**src/hw/rtl/sbt_pkg.sv**
```systemverilog
// sbt_pkg: shared types, character codes, token kinds and keyword tables
// for the source byte tokenizer. No dependencies.
`timescale 1ns / 1ps

package sbt_pkg;

  // default widths of the internal counters
  localparam int OFFSET_BITS_DEF = 32;
  localparam int COUNT_BITS_DEF  = 16;

  // bundles held between front and back
  localparam int QUEUE_DEPTH = 4;

  // configuration register reset values and register indexes
  localparam logic [15:0] FIRST_LINE_RST = 16'd1;
  localparam logic [4:0]  TAB_WIDTH_RST  = 5'd4;
  localparam int          APB_ADDR_BITS  = 3;
  localparam logic        REG_FIRST_LINE = 1'b0;
  localparam logic        REG_TAB_WIDTH  = 1'b1;

  // character codes
  localparam logic [7:0] CH_TAB    = 8'h09;
  localparam logic [7:0] CH_NL     = 8'h0A;
  localparam logic [7:0] CH_SPACE  = 8'h20;
  localparam logic [7:0] CH_QUOTE  = 8'h22;
  localparam logic [7:0] CH_LPAREN = 8'h28;
  localparam logic [7:0] CH_RPAREN = 8'h29;
  localparam logic [7:0] CH_STAR   = 8'h2A;
  localparam logic [7:0] CH_PLUS   = 8'h2B;
  localparam logic [7:0] CH_COMMA  = 8'h2C;
  localparam logic [7:0] CH_SLASH  = 8'h2F;
  localparam logic [7:0] CH_ZERO   = 8'h30;
  localparam logic [7:0] CH_NINE   = 8'h39;
  localparam logic [7:0] CH_SEMI   = 8'h3B;
  localparam logic [7:0] CH_ASSIGN = 8'h3D;
  localparam logic [7:0] CH_LBRACE = 8'h7B;
  localparam logic [7:0] CH_RBRACE = 8'h7D;

  // keywords: int, return, string
  localparam logic [2:0] KW_LEN [3] = '{3'd3, 3'd6, 3'd6};
  localparam logic [7:0] KW_TEXT [3][6] = '{
    '{8'h69, 8'h6E, 8'h74, 8'h00, 8'h00, 8'h00},
    '{8'h72, 8'h65, 8'h74, 8'h75, 8'h72, 8'h6E},
    '{8'h73, 8'h74, 8'h72, 8'h69, 8'h6E, 8'h67}
  };

  typedef enum logic [4:0] {
    KIND_NEWLINE = 5'd0,
    KIND_ASSIGN  = 5'd1,
    KIND_PLUS    = 5'd2,
    KIND_STAR    = 5'd3,
    KIND_SLASH   = 5'd4,
    KIND_SEMI    = 5'd5,
    KIND_LPAREN  = 5'd6,
    KIND_RPAREN  = 5'd7,
    KIND_LBRACE  = 5'd8,
    KIND_RBRACE  = 5'd9,
    KIND_COMMA   = 5'd10,
    KIND_NUMBER  = 5'd11,
    KIND_STRING  = 5'd12,
    KIND_KW_INT  = 5'd13,
    KIND_KW_RET  = 5'd14,
    KIND_KW_STR  = 5'd15,
    KIND_IDENT   = 5'd16,
    KIND_ERROR   = 5'd17,
    KIND_END     = 5'd18
  } kind_t;

  // one token as it leaves the block
  typedef struct packed {
    kind_t       kind;
    logic [15:0] line;
    logic [15:0] column;
    logic [31:0] offset;
    logic [15:0] length;
  } token_t;

  // token slots of a bundle, in output order
  localparam int SLOT_WORD  = 0;
  localparam int SLOT_DELIM = 1;
  localparam int SLOT_END   = 2;

  // all tokens caused by one input item
  typedef struct packed {
    logic [2:0]       present;
    token_t [2:0]     tok;
  } bundle_t;

  // configuration seen by the front
  typedef struct packed {
    logic [15:0] first_line;
    logic [4:0]  tab_width;
    logic        line_load;
    logic [15:0] line_load_value;
  } cfg_t;

  function automatic logic is_digit(logic [7:0] b);
    return (b >= CH_ZERO) && (b <= CH_NINE);
  endfunction

endpackage

```
**src/hw/rtl/sbt_if.sv**
```systemverilog
// sbt_if: valid/ready channels for source bytes in and tokens out.
// Depends on nothing.
`timescale 1ns / 1ps

interface sbt_byte_if;
  logic       valid;
  logic       ready;
  logic [7:0] source_byte;
  logic       end_of_source;

  modport source (output valid, source_byte, end_of_source, input ready);
  modport sink   (input valid, source_byte, end_of_source, output ready);
endinterface

interface sbt_token_if;
  logic        valid;
  logic        ready;
  logic [4:0]  token_kind;
  logic [15:0] token_line;
  logic [15:0] token_column;
  logic [31:0] token_offset;
  logic [15:0] token_length;
  logic        last_in_run;

  modport source (output valid, token_kind, token_line, token_column, token_offset,
                  token_length, last_in_run, input ready);
  modport sink   (input valid, token_kind, token_line, token_column, token_offset,
                  token_length, last_in_run, output ready);
endinterface

```
**src/hw/rtl/sbt_front.sv**
```systemverilog
// sbt_front: takes one source byte per cycle while the queue is not full, tracks
// counters and the pending word, and builds the bundle of tokens the byte causes.
// Depends on sbt_pkg and sbt_if.
`timescale 1ns / 1ps

module sbt_front #(
  parameter int OFFSET_BITS = sbt_pkg::OFFSET_BITS_DEF,
  parameter int COUNT_BITS  = sbt_pkg::COUNT_BITS_DEF
) (
  input  logic              clk,
  input  logic              rst,
  input  sbt_pkg::cfg_t     cfg,
  sbt_byte_if.sink          byte_in,
  input  logic              queue_full,
  output logic              push,
  output sbt_pkg::bundle_t  push_data
);

  localparam logic [COUNT_BITS-1:0]  COUNT_MAX  = '1;
  localparam logic [OFFSET_BITS-1:0] OFFSET_MAX = '1;

  // counters and pending word
  logic [COUNT_BITS-1:0]  line_count;
  logic [COUNT_BITS-1:0]  column_count;
  logic [OFFSET_BITS-1:0] byte_position;
  logic                   inside_word;
  logic [OFFSET_BITS-1:0] word_start;
  logic [COUNT_BITS-1:0]  word_length;
  logic [1:0]             word_flags;   // bit0 all digits, bit1 last byte is quote
  logic [2:0]             kw_cand;
  logic [7:0]             word_first;

  logic [7:0]             b;
  logic                   eos;
  logic                   accept;
  logic                   dtok;
  sbt_pkg::kind_t         dkind;
  logic                   delim;

  logic [COUNT_BITS-1:0]  base_len;
  logic [1:0]             base_flags;
  logic [2:0]             base_cand;
  logic [7:0]             base_first;
  logic [OFFSET_BITS-1:0] base_start;
  logic [COUNT_BITS-1:0]  app_len;
  logic [1:0]             app_flags;
  logic [2:0]             app_cand;

  logic                   flush_v;
  logic [COUNT_BITS-1:0]  fw_len;
  logic [1:0]             fw_flags;
  logic [2:0]             fw_cand;
  logic [7:0]             fw_first;
  logic [OFFSET_BITS-1:0] fw_start;
  sbt_pkg::kind_t         fkind;

  logic [COUNT_BITS-1:0]  col_f;
  logic [COUNT_BITS-1:0]  col_d;
  logic [COUNT_BITS-1:0]  line_d;
  logic [OFFSET_BITS-1:0] pos_next;

  function automatic logic [COUNT_BITS-1:0] cnt_add(logic [COUNT_BITS-1:0] a,
                                                    logic [COUNT_BITS-1:0] d);
    logic [COUNT_BITS:0] s;
    s = {1'b0, a} + {1'b0, d};
    return s[COUNT_BITS] ? COUNT_MAX : s[COUNT_BITS-1:0];
  endfunction

  function automatic logic [OFFSET_BITS-1:0] pos_inc(logic [OFFSET_BITS-1:0] a);
    return (a == OFFSET_MAX) ? OFFSET_MAX : a + OFFSET_BITS'(1);
  endfunction

  // first line clipped to the counter range
  function automatic logic [COUNT_BITS-1:0] line_start(logic [15:0] v);
    return (32'(v) > 32'(COUNT_MAX)) ? COUNT_MAX : COUNT_BITS'(v);
  endfunction

  function automatic sbt_pkg::kind_t word_kind(logic [COUNT_BITS-1:0] len,
                                               logic [1:0] flags,
                                               logic [2:0] cand,
                                               logic [7:0] first);
    sbt_pkg::kind_t k;
    if (len == COUNT_BITS'(1) && first == sbt_pkg::CH_STAR) begin
      k = sbt_pkg::KIND_STAR;
    end else if (len == COUNT_BITS'(1) && first == sbt_pkg::CH_SLASH) begin
      k = sbt_pkg::KIND_SLASH;
    end else if (len == COUNT_BITS'(1) && first == sbt_pkg::CH_COMMA) begin
      k = sbt_pkg::KIND_COMMA;
    end else if (flags[0]) begin
      k = sbt_pkg::KIND_NUMBER;
    end else if (first == sbt_pkg::CH_QUOTE && flags[1]) begin
      k = sbt_pkg::KIND_STRING;
    end else if (!sbt_pkg::is_digit(first)) begin
      if (cand[0] && len == COUNT_BITS'(sbt_pkg::KW_LEN[0])) begin
        k = sbt_pkg::KIND_KW_INT;
      end else if (cand[1] && len == COUNT_BITS'(sbt_pkg::KW_LEN[1])) begin
        k = sbt_pkg::KIND_KW_RET;
      end else if (cand[2] && len == COUNT_BITS'(sbt_pkg::KW_LEN[2])) begin
        k = sbt_pkg::KIND_KW_STR;
      end else begin
        k = sbt_pkg::KIND_IDENT;
      end
    end else begin
      k = sbt_pkg::KIND_ERROR;
    end
    return k;
  endfunction

  assign b              = byte_in.source_byte;
  assign eos            = byte_in.end_of_source;
  assign byte_in.ready  = !queue_full;
  assign accept         = byte_in.valid && byte_in.ready;

  // single-character tokens
  always_comb begin
    dtok  = 1'b1;
    dkind = sbt_pkg::KIND_NEWLINE;
    unique case (b)
      sbt_pkg::CH_NL:     dkind = sbt_pkg::KIND_NEWLINE;
      sbt_pkg::CH_ASSIGN: dkind = sbt_pkg::KIND_ASSIGN;
      sbt_pkg::CH_PLUS:   dkind = sbt_pkg::KIND_PLUS;
      sbt_pkg::CH_SEMI:   dkind = sbt_pkg::KIND_SEMI;
      sbt_pkg::CH_LPAREN: dkind = sbt_pkg::KIND_LPAREN;
      sbt_pkg::CH_RPAREN: dkind = sbt_pkg::KIND_RPAREN;
      sbt_pkg::CH_LBRACE: dkind = sbt_pkg::KIND_LBRACE;
      sbt_pkg::CH_RBRACE: dkind = sbt_pkg::KIND_RBRACE;
      default:            dtok  = 1'b0;
    endcase
  end

  assign delim = dtok || (b == sbt_pkg::CH_SPACE) || (b == sbt_pkg::CH_TAB);

  // word after this byte is appended, either extending or opening one
  always_comb begin
    base_len   = inside_word ? word_length : '0;
    base_flags = inside_word ? word_flags  : 2'b01;
    base_cand  = inside_word ? kw_cand     : 3'b111;
    base_first = inside_word ? word_first  : b;
    base_start = inside_word ? word_start  : byte_position;

    app_cand[0] = base_cand[0] && (base_len < COUNT_BITS'(sbt_pkg::KW_LEN[0]))
                  && (sbt_pkg::KW_TEXT[0][base_len[2:0]] == b);
    app_cand[1] = base_cand[1] && (base_len < COUNT_BITS'(sbt_pkg::KW_LEN[1]))
                  && (sbt_pkg::KW_TEXT[1][base_len[2:0]] == b);
    app_cand[2] = base_cand[2] && (base_len < COUNT_BITS'(sbt_pkg::KW_LEN[2]))
                  && (sbt_pkg::KW_TEXT[2][base_len[2:0]] == b);
    app_flags[0] = base_flags[0] && sbt_pkg::is_digit(b);
    app_flags[1] = (b == sbt_pkg::CH_QUOTE);
    app_len      = cnt_add(base_len, COUNT_BITS'(1));
  end

  // at most one word finishes per byte: the old one at a delimiter,
  // or the current one at end of source
  always_comb begin
    flush_v  = delim ? inside_word : eos;
    fw_len   = delim ? word_length : app_len;
    fw_flags = delim ? word_flags  : app_flags;
    fw_cand  = delim ? kw_cand     : app_cand;
    fw_first = delim ? word_first  : base_first;
    fw_start = delim ? word_start  : base_start;
    fkind    = word_kind(fw_len, fw_flags, fw_cand, fw_first);
  end

  // column and line after the word and after the delimiter
  always_comb begin
    col_f  = (flush_v && fkind != sbt_pkg::KIND_ERROR) ?
             cnt_add(column_count, fw_len) : column_count;
    col_d  = col_f;
    line_d = line_count;
    if (b == sbt_pkg::CH_SPACE) begin
      col_d = cnt_add(col_f, COUNT_BITS'(1));
    end else if (b == sbt_pkg::CH_TAB) begin
      col_d = cnt_add(col_f, COUNT_BITS'(cfg.tab_width));
    end else if (dtok && dkind == sbt_pkg::KIND_NEWLINE) begin
      col_d  = '0;
      line_d = cnt_add(line_count, COUNT_BITS'(1));
    end else if (dtok) begin
      col_d = cnt_add(col_f, COUNT_BITS'(1));
    end
    pos_next = pos_inc(byte_position);
  end

  // bundle for the queue
  always_comb begin
    push_data.present = {eos, dtok, flush_v};

    push_data.tok[sbt_pkg::SLOT_WORD].kind   = fkind;
    push_data.tok[sbt_pkg::SLOT_WORD].line   = 16'(line_count);
    push_data.tok[sbt_pkg::SLOT_WORD].column = 16'(column_count);
    push_data.tok[sbt_pkg::SLOT_WORD].offset = 32'(fw_start);
    push_data.tok[sbt_pkg::SLOT_WORD].length = 16'(fw_len);

    push_data.tok[sbt_pkg::SLOT_DELIM].kind   = dkind;
    push_data.tok[sbt_pkg::SLOT_DELIM].line   = 16'(line_count);
    push_data.tok[sbt_pkg::SLOT_DELIM].column = 16'(col_f);
    push_data.tok[sbt_pkg::SLOT_DELIM].offset = 32'(byte_position);
    push_data.tok[sbt_pkg::SLOT_DELIM].length = 16'd1;

    push_data.tok[sbt_pkg::SLOT_END].kind   = sbt_pkg::KIND_END;
    push_data.tok[sbt_pkg::SLOT_END].line   = 16'(line_d);
    push_data.tok[sbt_pkg::SLOT_END].column = 16'(col_d);
    push_data.tok[sbt_pkg::SLOT_END].offset = 32'(pos_next);
    push_data.tok[sbt_pkg::SLOT_END].length = 16'd0;
  end

  assign push = accept && (push_data.present != 3'b000);

  // state update
  always_ff @(posedge clk) begin
    if (rst) begin
      line_count    <= line_start(sbt_pkg::FIRST_LINE_RST);
      column_count  <= '0;
      byte_position <= '0;
      inside_word   <= 1'b0;
      word_start    <= '0;
      word_length   <= '0;
      word_flags    <= '0;
      kw_cand       <= 3'b111;
      word_first    <= '0;
    end else if (accept) begin
      if (eos) begin
        line_count    <= line_start(cfg.first_line);
        column_count  <= '0;
        byte_position <= '0;
        inside_word   <= 1'b0;
        word_start    <= '0;
        word_length   <= '0;
        word_flags    <= '0;
        kw_cand       <= 3'b111;
        word_first    <= '0;
      end else begin
        line_count    <= line_d;
        column_count  <= col_d;
        byte_position <= pos_next;
        if (delim) begin
          inside_word <= 1'b0;
          word_start  <= '0;
          word_length <= '0;
          word_flags  <= '0;
          kw_cand     <= 3'b111;
          word_first  <= '0;
        end else begin
          inside_word <= 1'b1;
          word_start  <= base_start;
          word_length <= app_len;
          word_flags  <= app_flags;
          kw_cand     <= app_cand;
          word_first  <= base_first;
        end
      end
    end else if (cfg.line_load && byte_position == '0 && !inside_word) begin
      // new first line applies at once before the source starts
      line_count <= line_start(cfg.line_load_value);
    end
  end

endmodule

```
**src/hw/rtl/sbt_queue.sv**
```systemverilog
// sbt_queue: short queue of token bundles between front and back.
// Depends on sbt_pkg.
`timescale 1ns / 1ps

module sbt_queue (
  input  logic              clk,
  input  logic              rst,
  input  logic              push,
  input  sbt_pkg::bundle_t  push_data,
  output logic              full,
  input  logic              pop,
  output logic              head_valid,
  output sbt_pkg::bundle_t  head
);

  localparam int DEPTH    = sbt_pkg::QUEUE_DEPTH;
  localparam int PTR_BITS = $clog2(DEPTH);
  localparam int CNT_BITS = $clog2(DEPTH + 1);

  sbt_pkg::bundle_t      slots [DEPTH];
  logic [PTR_BITS-1:0]   wr_ptr;
  logic [PTR_BITS-1:0]   rd_ptr;
  logic [CNT_BITS-1:0]   count;
  logic                  do_push;
  logic                  do_pop;

  assign full       = (count == CNT_BITS'(DEPTH));
  assign head_valid = (count != '0);
  assign head       = slots[rd_ptr];
  assign do_push    = push && !full;
  assign do_pop     = pop && head_valid;

  // pointers and fill level
  always_ff @(posedge clk) begin
    if (rst) begin
      wr_ptr <= '0;
      rd_ptr <= '0;
      count  <= '0;
    end else begin
      if (do_push) begin
        wr_ptr <= (wr_ptr == PTR_BITS'(DEPTH - 1)) ? '0 : wr_ptr + PTR_BITS'(1);
      end
      if (do_pop) begin
        rd_ptr <= (rd_ptr == PTR_BITS'(DEPTH - 1)) ? '0 : rd_ptr + PTR_BITS'(1);
      end
      if (do_push && !do_pop) begin
        count <= count + CNT_BITS'(1);
      end else if (do_pop && !do_push) begin
        count <= count - CNT_BITS'(1);
      end
    end
  end

  // bundle storage
  always_ff @(posedge clk) begin
    if (do_push) begin
      slots[wr_ptr] <= push_data;
    end
  end

endmodule

```
**src/hw/rtl/sbt_back.sv**
```systemverilog
// sbt_back: walks the tokens of the head bundle in order and drives them
// through the output register. Depends on sbt_pkg and sbt_if.
`timescale 1ns / 1ps

module sbt_back (
  input  logic              clk,
  input  logic              rst,
  input  logic              head_valid,
  input  sbt_pkg::bundle_t  head,
  output logic              pop,
  sbt_token_if.source       token_out
);

  logic [2:0]       done;
  logic [2:0]       rem;
  logic [1:0]       sel;
  logic [2:0]       sel_bit;
  logic             last;
  logic             adv;

  logic             out_valid;
  sbt_pkg::token_t  out_tok;
  logic             out_last;

  // next token of the head bundle
  always_comb begin
    rem = head.present & ~done;
    if (rem[0]) begin
      sel     = 2'd0;
      sel_bit = 3'b001;
    end else if (rem[1]) begin
      sel     = 2'd1;
      sel_bit = 3'b010;
    end else begin
      sel     = 2'd2;
      sel_bit = 3'b100;
    end
    last = ((rem & ~sel_bit) == 3'b000);
  end

  assign adv = head_valid && (!out_valid || token_out.ready);
  assign pop = adv && last;

  // output register and progress through the bundle
  always_ff @(posedge clk) begin
    if (rst) begin
      out_valid <= 1'b0;
      done      <= '0;
    end else begin
      if (adv) begin
        out_valid <= 1'b1;
      end else if (token_out.ready) begin
        out_valid <= 1'b0;
      end
      if (adv) begin
        done <= last ? 3'b000 : (done | sel_bit);
      end
    end
  end

  always_ff @(posedge clk) begin
    if (adv) begin
      out_tok  <= head.tok[sel];
      out_last <= last;
    end
  end

  assign token_out.valid        = out_valid;
  assign token_out.token_kind   = out_tok.kind;
  assign token_out.token_line   = out_tok.line;
  assign token_out.token_column = out_tok.column;
  assign token_out.token_offset = out_tok.offset;
  assign token_out.token_length = out_tok.length;
  assign token_out.last_in_run  = out_last;

endmodule

```
**src/hw/rtl/source_byte_tokenizer_unit.sv**
```systemverilog
// Source byte tokenizer, top level: configuration registers, front, queue, back.
// Tokens of an accepted byte pass through the queue and then the output register to token_out.
// Throughput: one byte per cycle while the queue has room; a byte with k tokens sends them
// out one after another, and byte_in stalls only when the four-bundle queue is full.
// Reset (rst, synchronous): first_line 1, tab_width 4, line counter 1, other counters and word cleared.
// Depends on sbt_pkg, sbt_if, sbt_front, sbt_queue, sbt_back.
`timescale 1ns / 1ps

module source_byte_tokenizer_unit #(
  parameter int OFFSET_BITS = sbt_pkg::OFFSET_BITS_DEF,
  parameter int COUNT_BITS  = sbt_pkg::COUNT_BITS_DEF
) (
  input  logic                              clk,
  input  logic                              rst,
  sbt_byte_if.sink                          byte_in,
  sbt_token_if.source                       token_out,
  input  logic                              psel,
  input  logic                              penable,
  input  logic                              pwrite,
  input  logic [sbt_pkg::APB_ADDR_BITS-1:0] paddr,
  input  logic [31:0]                       pwdata,
  output logic [31:0]                       prdata,
  output logic                              pready
);

  logic [15:0]       first_line;
  logic [4:0]        tab_width;
  logic              cfg_wr;
  logic              reg_sel;
  sbt_pkg::cfg_t     cfg;

  logic              push;
  sbt_pkg::bundle_t  push_data;
  logic              queue_full;
  logic              pop;
  logic              head_valid;
  sbt_pkg::bundle_t  head;

  // configuration registers
  assign pready  = 1'b1;
  assign reg_sel = paddr[2];
  assign cfg_wr  = psel && penable && pwrite && pready;

  always_ff @(posedge clk) begin
    if (rst) begin
      first_line <= sbt_pkg::FIRST_LINE_RST;
      tab_width  <= sbt_pkg::TAB_WIDTH_RST;
    end else if (cfg_wr) begin
      if (reg_sel == sbt_pkg::REG_FIRST_LINE) begin
        first_line <= pwdata[15:0];
      end else begin
        tab_width <= pwdata[4:0];
      end
    end
  end

  assign prdata = (reg_sel == sbt_pkg::REG_TAB_WIDTH) ? 32'(tab_width) : 32'(first_line);

  always_comb begin
    cfg.first_line      = first_line;
    cfg.tab_width       = tab_width;
    cfg.line_load       = cfg_wr && (reg_sel == sbt_pkg::REG_FIRST_LINE);
    cfg.line_load_value = pwdata[15:0];
  end

  sbt_front #(
    .OFFSET_BITS (OFFSET_BITS),
    .COUNT_BITS  (COUNT_BITS)
  ) u_front (
    .clk        (clk),
    .rst        (rst),
    .cfg        (cfg),
    .byte_in    (byte_in),
    .queue_full (queue_full),
    .push       (push),
    .push_data  (push_data)
  );

  sbt_queue u_queue (
    .clk        (clk),
    .rst        (rst),
    .push       (push),
    .push_data  (push_data),
    .full       (queue_full),
    .pop        (pop),
    .head_valid (head_valid),
    .head       (head)
  );

  sbt_back u_back (
    .clk        (clk),
    .rst        (rst),
    .head_valid (head_valid),
    .head       (head),
    .pop        (pop),
    .token_out  (token_out)
  );

endmodule

```
**src/flat_wrapper.sv**
```systemverilog
// flat-port wrapper written by rule: the top's interface ports become plain ports
module source_byte_tokenizer_unit_flat 
#(
  parameter int OFFSET_BITS = sbt_pkg::OFFSET_BITS_DEF,
  parameter int COUNT_BITS  = sbt_pkg::COUNT_BITS_DEF
)
  (clk, rst, psel, penable, pwrite, paddr, pwdata, prdata, pready, byte_in_valid, byte_in_source_byte, byte_in_end_of_source, byte_in_ready, token_out_valid, token_out_token_kind, token_out_token_line, token_out_token_column, token_out_token_offset, token_out_token_length, token_out_last_in_run, token_out_ready);
  sbt_byte_if byte_in_i ();
  sbt_token_if token_out_i ();
  input  logic clk;
  input  logic rst;
  input  logic psel;
  input  logic penable;
  input  logic pwrite;
  input  logic [sbt_pkg::APB_ADDR_BITS-1:0] paddr;
  input  logic [31:0] pwdata;
  output logic [31:0] prdata;
  output logic pready;
  input wire logic [$bits(byte_in_i.valid)-1:0] byte_in_valid;
  input wire logic [$bits(byte_in_i.source_byte)-1:0] byte_in_source_byte;
  input wire logic [$bits(byte_in_i.end_of_source)-1:0] byte_in_end_of_source;
  output wire logic [$bits(byte_in_i.ready)-1:0] byte_in_ready;
  output wire logic [$bits(token_out_i.valid)-1:0] token_out_valid;
  output wire logic [$bits(token_out_i.token_kind)-1:0] token_out_token_kind;
  output wire logic [$bits(token_out_i.token_line)-1:0] token_out_token_line;
  output wire logic [$bits(token_out_i.token_column)-1:0] token_out_token_column;
  output wire logic [$bits(token_out_i.token_offset)-1:0] token_out_token_offset;
  output wire logic [$bits(token_out_i.token_length)-1:0] token_out_token_length;
  output wire logic [$bits(token_out_i.last_in_run)-1:0] token_out_last_in_run;
  input wire logic [$bits(token_out_i.ready)-1:0] token_out_ready;
  assign byte_in_i.valid = byte_in_valid;
  assign byte_in_i.source_byte = byte_in_source_byte;
  assign byte_in_i.end_of_source = byte_in_end_of_source;
  assign byte_in_ready = byte_in_i.ready;
  assign token_out_valid = token_out_i.valid;
  assign token_out_token_kind = token_out_i.token_kind;
  assign token_out_token_line = token_out_i.token_line;
  assign token_out_token_column = token_out_i.token_column;
  assign token_out_token_offset = token_out_i.token_offset;
  assign token_out_token_length = token_out_i.token_length;
  assign token_out_last_in_run = token_out_i.last_in_run;
  assign token_out_i.ready = token_out_ready;
  source_byte_tokenizer_unit #(.OFFSET_BITS(OFFSET_BITS), .COUNT_BITS(COUNT_BITS)) u_core (.clk(clk), .rst(rst), .byte_in(byte_in_i), .token_out(token_out_i), .psel(psel), .penable(penable), .pwrite(pwrite), .paddr(paddr), .pwdata(pwdata), .prdata(prdata), .pready(pready));
endmodule
```
**config.mk**
```make
export PLATFORM = sky130hd
export DESIGN_NAME = source_byte_tokenizer_unit_flat
export DESIGN_NICKNAME = d
export VERILOG_FILES = /design/src/hw/rtl/sbt_pkg.sv /design/src/hw/rtl/sbt_if.sv /design/src/hw/rtl/sbt_front.sv /design/src/hw/rtl/sbt_queue.sv /design/src/hw/rtl/sbt_back.sv /design/src/hw/rtl/source_byte_tokenizer_unit.sv /design/src/flat_wrapper.sv
export SDC_FILE = /design/constraint.sdc
export NUM_CORES = 1
export LEC_CHECK = 0
export BUFFER_PORTS_ARGS = -buffer_cell sky130_fd_sc_hd__buf_4
export CAP_MARGIN = 20
export CORE_MARGIN = 2
export CORE_UTILIZATION = 50
export CTS_BUF_LIST = sky130_fd_sc_hd__clkbuf_4 sky130_fd_sc_hd__clkbuf_8 sky130_fd_sc_hd__clkbuf_16
export CTS_CLUSTER_DIAMETER = 120
export DETAILED_ROUTE_END_ITERATION = 8
export GPL_ROUTABILITY_DRIVEN = 0
export HOLD_SLACK_MARGIN = 0.02
export PLACE_DENSITY = 0.76
export REMOVE_ABC_BUFFERS = 1
export SYNTH_ARGS = -nofsm -noshare
export SYNTH_HDL_FRONTEND = slang
export SYNTH_SLANG_ARGS = --single-unit
```
**constraint.sdc**
```tcl
create_clock -name clk -period 7.68 [get_ports clk]
set_input_delay 0.384 -clock clk [delete_from_list [all_inputs] [get_ports clk]]
set_output_delay 0.384 -clock clk [all_outputs]
set_load 0.01 [all_outputs]
```
==> results of run 1 <==
==> logic make-up (layout without fill, tap and decap cells) <==
kind of cell    Yosys count  count (layout)  synth area share (%)
simple gates            758             758                  8.12
xor+xnor                 67              67                  1.30
other cells               2              18                0.0164
fa+ha+maj                39              39                  1.11
buf+inv                 255             448                  2.38
flops                  1062            1062                  66.3
mux                     347             347                  13.2
compound gates          526             526                  7.53
==> flip-flops by register name, indices dropped and copies added (netlist names), 3 cells and up, named ones only <==
name	flops
u_core.u_front.word_length	16
u_core.u_back.token_out.token_kind	5
u_core.u_front.byte_position	32
u_core.u_back.token_out.token_offset	32
u_core.u_back.done	3
u_core.u_queue.slots	816
u_core.u_front.kw_cand	3
u_core.u_back.token_out.token_length	16
u_core.u_front.column_count	16
u_core.tab_width	5
u_core.first_line	16
u_core.u_front.line_count	16
u_core.u_front.word_first	8
u_core.u_front.word_start	32
u_core.u_back.token_out.token_line	16
u_core.u_queue.count	3
u_core.u_back.token_out.token_column	16
==> metrics by stage <==
step / total power [µW] / hold slack (ps)
final: 15500 / 99.2
after global routing: 16100 / 145
after CTS: 15600 / 79.1
after detailed placement: 10600 / 462
after global placement: 10500 / 455
after floorplan: 9710 / 438
==> metal layers <==
layer / part of all wire (%) / global-route usage [%] / wire length (µm) / vias to the layer above
met5: 0.043 / 0 / 44 / -
met4: 2.7 / 7.43 / 2770 / 8
met3: 7.4 / 3.73 / 7630 / 195
met2: 49 / 35.6 / 50200 / 1131
met1: 41 / 30.0 / 42500 / 13800
li1: - / - / - / 12097
==> worst min path at each step <==
stage | start | end | slack, ps | depth (start not counted)
final | byte_in_source_byte[6] | u_core.u_front.word_first[6]$_SDFFE_PP0P_ | 100 | 3
after floorplan | u_core.first_line[11]$_SDFFE_PP0P_ | u_core.first_line[11]$_SDFFE_PP0P_ | 440 | 2
after global placement | u_core.first_line[4]$_SDFFE_PP0P_ | u_core.first_line[4]$_SDFFE_PP0P_ | 450 | 2
after detailed placement | u_core.first_line[4]$_SDFFE_PP0P_ | u_core.first_line[4]$_SDFFE_PP0P_ | 460 | 2
after global routing | byte_in_source_byte[6] | u_core.u_front.word_first[6]$_SDFFE_PP0P_ | 150 | 3
after CTS | byte_in_source_byte[6] | u_core.u_front.word_first[6]$_SDFFE_PP0P_ | 80 | 3
==> cell type report <==
type                            instances  area, µm²
Sequential cell                      1062      30300
Clock buffer                          138       2870
Fill cell                            6830      38700
Clock inverter                         49        554
Multi-Input combinational cell       1754      14400
Tap cell                             1176       1470
Antenna cell                            1       2.50
Inverter                               42        158
Timing Repair Buffer                  219       1780
==> Yosys cell counts (32+ instances only) <==
master	number
sky130_fd_sc_hd__xnor2_1	34
sky130_fd_sc_hd__a22oi_1	71
sky130_fd_sc_hd__clkbuf_1	135
sky130_fd_sc_hd__o21ai_0	116
sky130_fd_sc_hd__xor2_1	32
sky130_fd_sc_hd__mux4_2	198
sky130_fd_sc_hd__nor3_1	44
sky130_fd_sc_hd__inv_1	39
sky130_fd_sc_hd__nand2_1	227
sky130_fd_sc_hd__a21oi_1	146
sky130_fd_sc_hd__and3_1	36
sky130_fd_sc_hd__edfxtp_1	902
sky130_fd_sc_hd__nor2_1	220
sky130_fd_sc_hd__nand3_1	60
sky130_fd_sc_hd__mux2_2	59
sky130_fd_sc_hd__buf_1	32
sky130_fd_sc_hd__dfxtp_1	160
sky130_fd_sc_hd__mux2i_1	87
sky130_fd_sc_hd__ha_1	35
==> timing repair <==
action | CTS | global route
hold buffers | 19 | 0
endpoints found under the setup margin | 0 | 49
endpoints found under the hold margin | 24 | 0
gates resized for setup | 0 | 4
setup buffers | 0 | 0
==> report_power, final <==
group	switching [µW]	internal (µW)
Combinational	1840	1410
Sequential	240	6920
Clock	2120	2930
==> critical path: cells and delay by family <==
family | cells | cell delay, ps
AND/OR/NAND/NOR | 7 | 2140
buffers and inverters | 4 | 840
adder cells (fa/ha/maj) | 3 | 910
AO/OA/AOI/OAI | 14 | 3190
==> report_table.html, run 1 <==
<table>
<tr><th>Metric</th><th>Value</th></tr>
<tr><th colspan="2">Run status</th></tr>
<tr><td>Result of the run</td><td>complete, no violations</td></tr>
<tr><th colspan="2">STA</th></tr>
<tr><td>Final worst-path setup slack</td><td>613 ps</td></tr>
<tr><td>Slew at the pin with the worst max-slew slack</td><td>1140 ps</td></tr>
<tr><td>Endpoints failing setup</td><td>0</td></tr>
<tr><td>Hold Vio Cnt, Final</td><td>0</td></tr>
<tr><td>Sum of negative setup slack</td><td>0 ps</td></tr>
<tr><td>Setup repair after global routing missed its margin</td><td>no</td></tr>
<tr><td>Achievable Freq</td><td>0.142 GHz</td></tr>
<tr><td>Maximum clock skew at final layout</td><td>about 51 ps</td></tr>
<tr><td>Worst slew slack as a fraction of its limit</td><td>~24%</td></tr>
<tr><td>Minimum clock period</td><td>7070 ps</td></tr>
<tr><td>Final count of pins violating max slew</td><td>0</td></tr>
<tr><td>Final critical-path share of the clock period</td><td>92.0%</td></tr>
<tr><th colspan="2">Placed design</th></tr>
<tr><td>Worst slack at placement</td><td>372 ps</td></tr>
<tr><td>Area after DPL</td><td>47,900 µm²</td></tr>
<tr><td>Placed cells</td><td>4,234</td></tr>
<tr><td>Estimated wirelength of the detail-placed design</td><td>slightly below 60,000 µm</td></tr>
<tr><td>Port bufs</td><td>136</td></tr>
<tr><th colspan="2">Die</th></tr>
<tr><td>FP Rows</td><td>110</td></tr>
<tr><td>Die Span X</td><td>just over 300 µm</td></tr>
<tr><td>Placeable core area</td><td>90,300 µm²</td></tr>
<tr><td>Ports</td><td>172</td></tr>
<tr><td>Initial standard-cell utilization of the core</td><td>50.6%</td></tr>
<tr><td>Die boundary height</td><td>306 µm</td></tr>
<tr><td>Floorplan die area</td><td>93,800 µm²</td></tr>
<tr><th colspan="2">Logic synthesis</th></tr>
<tr><td>Portion of synthesized cell area occupied by the leading cell type</td><td>59.3%</td></tr>
<tr><td>Part of the Yosys area used for sequential elements</td><td>66.3%</td></tr>
<tr><td>Yosys top cell by area</td><td>sky130_fd_sc_hd__edfxtp_1</td></tr>
<tr><td>Number of enable flip-flop cells after synthesis</td><td>902</td></tr>
<tr><td>Fraction of registers with async set or reset after synthesis</td><td>0%</td></tr>
<tr><td>Count of unique library cells instantiated by Yosys</td><td>110</td></tr>
<tr><td>Post-synthesis cell count</td><td>3,056</td></tr>
<tr><td>Cell area after synthesis</td><td>approximately 46,000 µm²</td></tr>
<tr><td>Yosys synthesis warning count</td><td>0</td></tr>
<tr><td>Synthesis-stage register bit count</td><td>1,062</td></tr>
<tr><td>Most used flip-flop cell after synthesis</td><td>sky130_fd_sc_hd__edfxtp_1</td></tr>
<tr><td>Avg Inst Size Synth</td><td>roughly 15 µm²</td></tr>
<tr><td>Top cells by area in the synthesized netlist</td><td>sky130_fd_sc_hd__edfxtp_1 (59%), sky130_fd_sc_hd__mux4_2 (9.8%), sky130_fd_sc_hd__dfxtp_1 (7.0%), sky130_fd_sc_hd__mux2i_1 (1.9%), sky130_fd_sc_hd__nand2_1 (1.9%)</td></tr>
<tr><th colspan="2">Detailed routing</th></tr>
<tr><td>DRT antenna net count</td><td>0</td></tr>
<tr><td>Drt first-iter violations</td><td>2,895</td></tr>
<tr><td>Post-detailed-route via-to-cell ratio</td><td>6.13</td></tr>
<tr><td>Number of vias after detailed routing</td><td>approximately 27k</td></tr>
<tr><td>DRC violation count after routing</td><td>0</td></tr>
<tr><td>Wire length per cell after detailed routing</td><td>23.2 µm</td></tr>
<tr><td>First-pass iteration count of the detailed router</td><td>6</td></tr>
<tr><td>Aggregate routed wire length</td><td>103,000 µm</td></tr>
<tr><th colspan="2">Clock tree</th></tr>
<tr><td>Number of buffers created by CTS</td><td>101</td></tr>
<tr><td>TritonCTS clock tree</td><td>built</td></tr>
<tr><td>Maximum level of the CTS H-tree</td><td>3</td></tr>
<tr><td>Library cell used as clock root buffer</td><td>sky130_fd_sc_hd__clkbuf_16</td></tr>
<tr><td>CTS max path bufs</td><td>3</td></tr>
<tr><td>Number of sinks handled by clock tree synthesis</td><td>1,062</td></tr>
<tr><td>Worst-Skew Late Latency</td><td>between 600 and 700 ps</td></tr>
<tr><td>Clock slew seen by the registers of the worst setup and hold paths</td><td>60 ps</td></tr>
<tr><th colspan="2">Global routing</th></tr>
<tr><td>Remaining global-route overflow</td><td>0</td></tr>
<tr><td>Maximum number of pins on one net before global-route repair</td><td>148</td></tr>
<tr><td>Global routing usage summed across all routing layers</td><td>a little over a fifth</td></tr>
<tr><td>Number of antenna violations at the first check in global routing</td><td>5</td></tr>
<tr><td>Wire length of the first global-routing pass</td><td>159,000 µm</td></tr>
<tr><td>Vias in the first global route</td><td>27.3k</td></tr>
<tr><th colspan="2">Critical path</th></tr>
<tr><td>Critical Path End Type</td><td>flip-flop</td></tr>
<tr><td>Flop2flop setup slack</td><td>630 ps</td></tr>
<tr><td>Worst EP arrival</td><td>7470 ps</td></tr>
<tr><td>Crit start category</td><td>input port</td></tr>
<tr><td>Required time at the endpoint of the critical path</td><td>8090 ps</td></tr>
<tr><td>Termination of the worst setup path</td><td>u_core.u_queue.slots[0][196]$_DFFE_PP_</td></tr>
<tr><td>CP max stage delay</td><td>550 ps</td></tr>
<tr><td>Worst reg2reg path startpoint</td><td>u_core.u_front.inside_word$_SDFFE_PP0P_</td></tr>
<tr><td>Worst reg-to-reg path cell count</td><td>28</td></tr>
<tr><td>Critical path type</td><td>in2reg</td></tr>
<tr><td>Worst setup path startpoint</td><td>byte_in_source_byte[5]</td></tr>
<tr><td>Crit Reg-Reg Endpoint</td><td>u_core.u_queue.slots[0][196]$_DFFE_PP_</td></tr>
<tr><td>CP dominant cell by count</td><td>sky130_fd_sc_hd__a21oi_1</td></tr>
<tr><td>Cell type of the slowest stage on the worst timing path</td><td>sky130_fd_sc_hd__nand3_1</td></tr>
<tr><td>Crit Path Max Fanout</td><td>16</td></tr>
<tr><th colspan="2">Hold path</th></tr>
<tr><td>Worst hold path type</td><td>in2reg</td></tr>
<tr><th colspan="2">Layout</th></tr>
<tr><td>Fraction of layout cells with a size suffix above 1</td><td>21.0%</td></tr>
<tr><td>Commonest cells after routing, fill and taps aside</td><td>sky130_fd_sc_hd__edfxtp_1 (902), sky130_fd_sc_hd__nand2_1 (226), sky130_fd_sc_hd__nor2_1 (217), sky130_fd_sc_hd__mux4_2 (198), sky130_fd_sc_hd__buf_4 (192)</td></tr>
<tr><td>Number of standard cells in the final layout excluding fillers</td><td>4,441</td></tr>
<tr><td>Util after Layout</td><td>a little under three fifths</td></tr>
<tr><td>Area added between synthesis and finish</td><td>12.9%</td></tr>
<tr><td>Area of all placed cells without fillers</td><td>51,600 µm²</td></tr>
<tr><td>Nets</td><td>3,269</td></tr>
<tr><td>Most common library cell in the layout ignoring fill and taps</td><td>sky130_fd_sc_hd__edfxtp_1</td></tr>
<tr><th colspan="2">Power</th></tr>
<tr><td>VDD IR-drop max</td><td>roughly 0.3 mV</td></tr>
<tr><td>Areal power density over the cells</td><td>300 nW/µm²</td></tr>
<tr><td>Static leakage</td><td>about 0.018 µW</td></tr>
<tr><th colspan="2">Flow run</th></tr>
<tr><td>Max_cap viols</td><td>0</td></tr>
</table>
No activity file was read; power rests on OpenSTA's default activity.
==> run 2: changes to the inputs <==
--- a/config.mk
+++ b/config.mk
@@ -7,14 +7,17 @@
 export LEC_CHECK = 0
 export BUFFER_PORTS_ARGS = -buffer_cell sky130_fd_sc_hd__buf_4
 export CAP_MARGIN = 20
+export CELL_PAD_IN_SITES_DETAIL_PLACEMENT = 0
+export CELL_PAD_IN_SITES_GLOBAL_PLACEMENT = 1
 export CORE_MARGIN = 2
-export CORE_UTILIZATION = 50
+export CORE_UTILIZATION = 47
 export CTS_BUF_LIST = sky130_fd_sc_hd__clkbuf_4 sky130_fd_sc_hd__clkbuf_8 sky130_fd_sc_hd__clkbuf_16
 export CTS_CLUSTER_DIAMETER = 120
 export DETAILED_ROUTE_END_ITERATION = 8
 export GPL_ROUTABILITY_DRIVEN = 0
 export HOLD_SLACK_MARGIN = 0.02
-export PLACE_DENSITY = 0.76
+export PLACE_DENSITY = 0.82
+export RECOVER_POWER = 25
 export REMOVE_ABC_BUFFERS = 1
 export SYNTH_ARGS = -nofsm -noshare
 export SYNTH_HDL_FRONTEND = slang
==> run 2 against run 1 <==
  * The run now ends with capacitance limit, slew limit left
  * Routed wire length increased by 0.82%
  * Via count decreased by 1.5%
  * Critical path depth increased by 3
  * Sequential power increased by 0.8%
  * Critical endpoint is now u_core.u_queue.slots[2][200]$_DFFE_PP_
  * First-iteration DRC count decreased by 13%
  * Largest cell class unchanged
  * Sequential cell count unchanged
  * Register-to-register slack got worse by 60 ps
  * Design area about the same
  * Clock power increased by 4%
  * Utilization decreased by 3.7 points
==> report_table.html, run 2 (same netlist as run 1, synthesis figures left out) <==
<table>
<tr><th>Metric</th><th>Value</th></tr>
<tr><th colspan="2">Hold path</th></tr>
<tr><td>Hold Crit Start</td><td>byte_in_source_byte[3] (was byte_in_source_byte[6])</td></tr>
<tr><td>Hold Path Depth</td><td>3 (unchanged)</td></tr>
<tr><td>Sink of the worst hold path</td><td>u_core.u_front.word_first[3]$_SDFFE_PP0P_ (was u_core.u_front.word_first[6]$_SDFFE_PP0P_)</td></tr>
<tr><td>Worst hold path type</td><td>in2reg (unchanged)</td></tr>
<tr><th colspan="2">Die</th></tr>
<tr><td>Die boundary height</td><td>316 µm (was 306 µm)</td></tr>
<tr><td>FP Rows</td><td>114 (was 110)</td></tr>
<tr><td>Initial standard-cell utilization of the core</td><td>47.4% (was 50.6%)</td></tr>
<tr><td>Die Span X</td><td>316 µm (was 306 µm)</td></tr>
<tr><td>Floorplan die area</td><td>99,700 µm² (was 93,800 µm²)</td></tr>
<tr><td>Ports</td><td>172 (unchanged)</td></tr>
<tr><td>Placeable core area</td><td>96,400 µm² (was 90,300 µm²)</td></tr>
<tr><th colspan="2">Clock tree</th></tr>
<tr><td>Number of sinks handled by clock tree synthesis</td><td>1,062 (unchanged)</td></tr>
<tr><td>Number of buffers created by CTS</td><td>106 (was 101)</td></tr>
<tr><td>Library cell used as clock root buffer</td><td>sky130_fd_sc_hd__clkbuf_16 (unchanged)</td></tr>
<tr><td>Clock slew seen by the registers of the worst setup and hold paths</td><td>60 ps (about the same)</td></tr>
<tr><td>TritonCTS clock tree</td><td>built (unchanged)</td></tr>
<tr><td>Worst-Skew Late Latency</td><td>690 ps (about the same)</td></tr>
<tr><td>CTS max path bufs</td><td>3 (unchanged)</td></tr>
<tr><td>Maximum level of the CTS H-tree</td><td>3 (unchanged)</td></tr>
<tr><th colspan="2">Global routing</th></tr>
<tr><td>Global routing usage on met1</td><td>28.9% (was 30.0%)</td></tr>
<tr><td>GRT Max-Usage Layer</td><td>met2 (unchanged)</td></tr>
<tr><td>Wire length of the first global-routing pass</td><td>159,000 µm (about the same)</td></tr>
<tr><td>Maximum number of pins on one net before global-route repair</td><td>128 (was 148)</td></tr>
<tr><td>Global routing usage summed across all routing layers</td><td>20.8% (was 21.9%)</td></tr>
<tr><td>Vias in the first global route</td><td>26.5k (was 27.3k)</td></tr>
<tr><td>Remaining global-route overflow</td><td>0 (unchanged)</td></tr>
<tr><td>Number of antenna violations at the first check in global routing</td><td>4 (was 5)</td></tr>
<tr><td>Met2 track utilization from global routing</td><td>34.3% (was 35.6%)</td></tr>
<tr><td>Fraction of met3 tracks used by global routing</td><td>2.81% (was 3.73%)</td></tr>
<tr><th colspan="2">STA</th></tr>
<tr><td>Maximum clock skew at final layout</td><td>29.5 ps (was 50.6 ps)</td></tr>
<tr><td>Slew at the pin with the worst max-slew slack</td><td>3210 ps (was 1140 ps)</td></tr>
<tr><td>Endpoints failing setup</td><td>0 (unchanged)</td></tr>
<tr><td>Worst slack on hold paths</td><td>130 ps (was 99.2 ps)</td></tr>
<tr><td>Minimum clock period</td><td>7110 ps (was 7070 ps)</td></tr>
<tr><td>Final worst-path setup slack</td><td>573 ps (was 613 ps)</td></tr>
<tr><td>Hold Vio Cnt, Final</td><td>0 (unchanged)</td></tr>
<tr><td>Final count of pins violating max slew</td><td>139 (was 0)</td></tr>
<tr><td>Final critical-path share of the clock period</td><td>92.5% (was 92.0%)</td></tr>
<tr><td>Worst slew slack as a fraction of its limit</td><td>-114% (was 24.2%)</td></tr>
<tr><td>Achievable Freq</td><td>0.141 GHz (was 0.142 GHz)</td></tr>
<tr><td>Setup repair after global routing missed its margin</td><td>no (unchanged)</td></tr>
<tr><th colspan="2">Critical path</th></tr>
<tr><td>Crit Path Max Fanout</td><td>15 (was 16)</td></tr>
<tr><td>Crit Reg-Reg Endpoint</td><td>u_core.u_queue.slots[2][200]$_DFFE_PP_ (was u_core.u_queue.slots[0][196]$_DFFE_PP_)</td></tr>
<tr><td>Crit start category</td><td>flip-flop (was input port)</td></tr>
<tr><td>Required time at the endpoint of the critical path</td><td>8070 ps (was 8090 ps)</td></tr>
<tr><td>Cell type of the slowest stage on the worst timing path</td><td>sky130_fd_sc_hd__dfxtp_2 (was sky130_fd_sc_hd__nand3_1)</td></tr>
<tr><td>CP max stage delay</td><td>520 ps (was 550 ps)</td></tr>
<tr><td>Critical Path End Type</td><td>flip-flop (unchanged)</td></tr>
<tr><td>Worst reg2reg path startpoint</td><td>u_core.u_front.inside_word$_SDFFE_PP0P_ (unchanged)</td></tr>
<tr><td>Worst reg-to-reg path cell count</td><td>31 (was 28)</td></tr>
<tr><td>Flop2flop setup slack</td><td>570 ps (was 630 ps)</td></tr>
<tr><td>Worst EP arrival</td><td>7500 ps (was 7470 ps)</td></tr>
<tr><td>Critical path type</td><td>reg2reg (was in2reg)</td></tr>
<tr><th colspan="2">Run status</th></tr>
<tr><td>Failing checks</td><td>capacitance limit, slew limit</td></tr>
<tr><td>Result of the run</td><td>finished, violations left (was complete, no violations)</td></tr>
<tr><th colspan="2">Detailed routing</th></tr>
<tr><td>Wire length per cell after detailed routing</td><td>22.8 µm (was 23.2 µm)</td></tr>
<tr><td>Aggregate routed wire length</td><td>104,000 µm (was 103,000 µm)</td></tr>
<tr><td>Drt first-iter violations</td><td>2,511 (was 2,895)</td></tr>
<tr><td>DRC violation count after routing</td><td>0 (unchanged)</td></tr>
<tr><td>Post-detailed-route via-to-cell ratio</td><td>5.89 (was 6.13)</td></tr>
<tr><td>First-pass iteration count of the detailed router</td><td>6 (unchanged)</td></tr>
<tr><td>DRT antenna net count</td><td>0 (unchanged)</td></tr>
<tr><td>Number of vias after detailed routing</td><td>26.8k (was 27.2k)</td></tr>
<tr><th colspan="2">Layout</th></tr>
<tr><td>Top register by number of flip-flops</td><td>u_core.u_queue.slots (unchanged)</td></tr>
<tr><td>Diode insertion count for antenna repair</td><td>0 (was 1)</td></tr>
<tr><td>Commonest cells after routing, fill and taps aside</td><td>sky130_fd_sc_hd__edfxtp_1 (902), sky130_fd_sc_hd__nand2_1 (225), sky130_fd_sc_hd__nor2_1 (217), sky130_fd_sc_hd__mux4_2 (198), sky130_fd_sc_hd__dfxtp_1 (157) (was sky130_fd_sc_hd__edfxtp_1 (902), sky130_fd_sc_hd__nand2_1 (226), sky130_fd_sc_hd__nor2_1 (217), sky130_fd_sc_hd__mux4_2 (198), sky130_fd_sc_hd__buf_4 (192))</td></tr>
<tr><td>Fraction of layout cells with a size suffix above 1</td><td>18.3% (was 21.0%)</td></tr>
<tr><td>Nets</td><td>3,278 (was 3,269)</td></tr>
<tr><td>Max reg flops</td><td>816 (unchanged)</td></tr>
<tr><td>Area added between synthesis and finish</td><td>12.8% (was 12.9%)</td></tr>
<tr><td>Most common library cell in the layout ignoring fill and taps</td><td>sky130_fd_sc_hd__edfxtp_1 (unchanged)</td></tr>
<tr><th colspan="2">Power</th></tr>
<tr><td>VDD IR-drop max</td><td>0.351 mV (was 0.302 mV)</td></tr>
<tr><td>Switching power</td><td>4240 µW (was 4200 µW)</td></tr>
<tr><td>Part of the power in registers</td><td>46.6% (was 46.3%)</td></tr>
<tr><td>Areal power density over the cells</td><td>301 nW/µm² (was 300 nW/µm²)</td></tr>
<tr><td>Combinational cell fraction of total power</td><td>19.4% (was 21.0%)</td></tr>
<tr><td>Static leakage</td><td>0.0176 µW (was 0.0178 µW)</td></tr>
<tr><td>Clock share of power</td><td>34.0% (was 32.7%)</td></tr>
<tr><td>Cell internal power dissipation</td><td>11,200 µW (was 11,300 µW)</td></tr>
<tr><td>Switching share of power</td><td>27.4% (was 27.2%)</td></tr>
<tr><th colspan="2">Placed design</th></tr>
<tr><td>Worst slack at placement</td><td>473 ps (was 372 ps)</td></tr>
<tr><td>Estimated wirelength of the detail-placed design</td><td>61,500 µm (was 59,200 µm)</td></tr>
<tr><td>Port bufs</td><td>136 (unchanged)</td></tr>
<tr><th colspan="2">Flow run</th></tr>
<tr><td>Max_cap viols</td><td>4 (was 0)</td></tr>
</table>
run 2: cell count changes in the layout (fill, tap and decap cells not counted), moves of 6 or more:
cell / before / now
sky130_fd_sc_hd__clkbuf_8: 7 / 23
sky130_fd_sc_hd__mux2_2: 59 / 53
sky130_fd_sc_hd__clkbuf_16: 102 / 108
sky130_fd_sc_hd__clkinv_2: 8 / 15
sky130_fd_sc_hd__buf_4: 192 / 91
sky130_fd_sc_hd__mux2_1: 1 / 7
sky130_fd_sc_hd__clkinv_1: 22 / 13
sky130_fd_sc_hd__clkbuf_1: 0 / 107
run 2: timing repair:
item                                   4_1_cts  5_1_grt
setup buffers                                0        3
endpoints found under the hold margin       25        0
hold buffers                                20        0
setup endpoints to repair                    0       62
resized for setup                            0        6
run 2: how the worst max path moves through the flow:
stage,slack [ps],startpoint,to,cells after the start
3_3_place_gp,570,u_core.u_front.inside_word$_SDFFE_PP0P_,u_core.u_queue.slots[0][196]$_DFFE_PP_,30
6_report,570,u_core.u_front.inside_word$_SDFFE_PP0P_,u_core.u_queue.slots[2][200]$_DFFE_PP_,31
3_5_place_dp,470,u_core.u_front.inside_word$_SDFFE_PP0P_,u_core.u_queue.slots[1][186]$_DFFE_PP_,29
2_1_floorplan,-6640,flip-flop,u_core.u_back.token_out.token_kind[0]$_DFFE_PP_,6
4_1_cts,470,u_core.u_front.inside_word$_SDFFE_PP0P_,u_core.u_queue.slots[3][186]$_DFFE_PP_,29
5_1_grt,8,u_core.u_front.inside_word$_SDFFE_PP0P_,u_core.u_queue.slots[0][198]$_DFFE_PP_,32
run 2: stage by stage:
step	instance area, µm²	utilization, %	instances	TNS, ps	power (µW)
final	51500	53.4	4558	0	15500
after detailed placement	48000	49.8	4334	0	10600
after CTS	51900	53.8	4555	0	15800
after floorplan	44800	-	2858	-760150	9710
after global routing	51500	53.4	4558	0	16100
after global placement	48000	49.8	4334	0	10500
run 2: power groups by stage:
stage | clock network (µW) | registers, µW | logic [µW]
global route | 5560 | 7280 | 3270
floorplan | 0 | 7630 | 2090
global placement | 0 | 7310 | 3210
CTS | 5340 | 7210 | 3260
finish | 5260 | 7220 | 3000
detailed placement | 0 | 7330 | 3240
run 2: metal layers:
metal	wire length, µm	share of wire (%)
met4	2740	2.6
met5	38	0.037
met1	44500	43
met3	6010	5.8
met2	50700	49
run 2: layout make-up:
class	instances	area, µm²
Clock buffer	158	3220
Clock inverter	43	429
Inverter	42	158
Tap cell	1276	1600
Sequential cell	1062	30300
Multi-Input combinational cell	1754	14400
Fill cell	7808	44900
Timing Repair Buffer	223	1390
run 2: critical path: cells and delay by family, from the launching register on:
family | cells | cell delay [ps]
AO/OA/AOI/OAI | 14 | 3160
adder cells (fa/ha/maj) | 3 | 840
buffers and inverters | 4 | 720
flip-flops | 1 | 520
multiplexers | 1 | 240
AND/OR/NAND/NOR | 9 | 1330
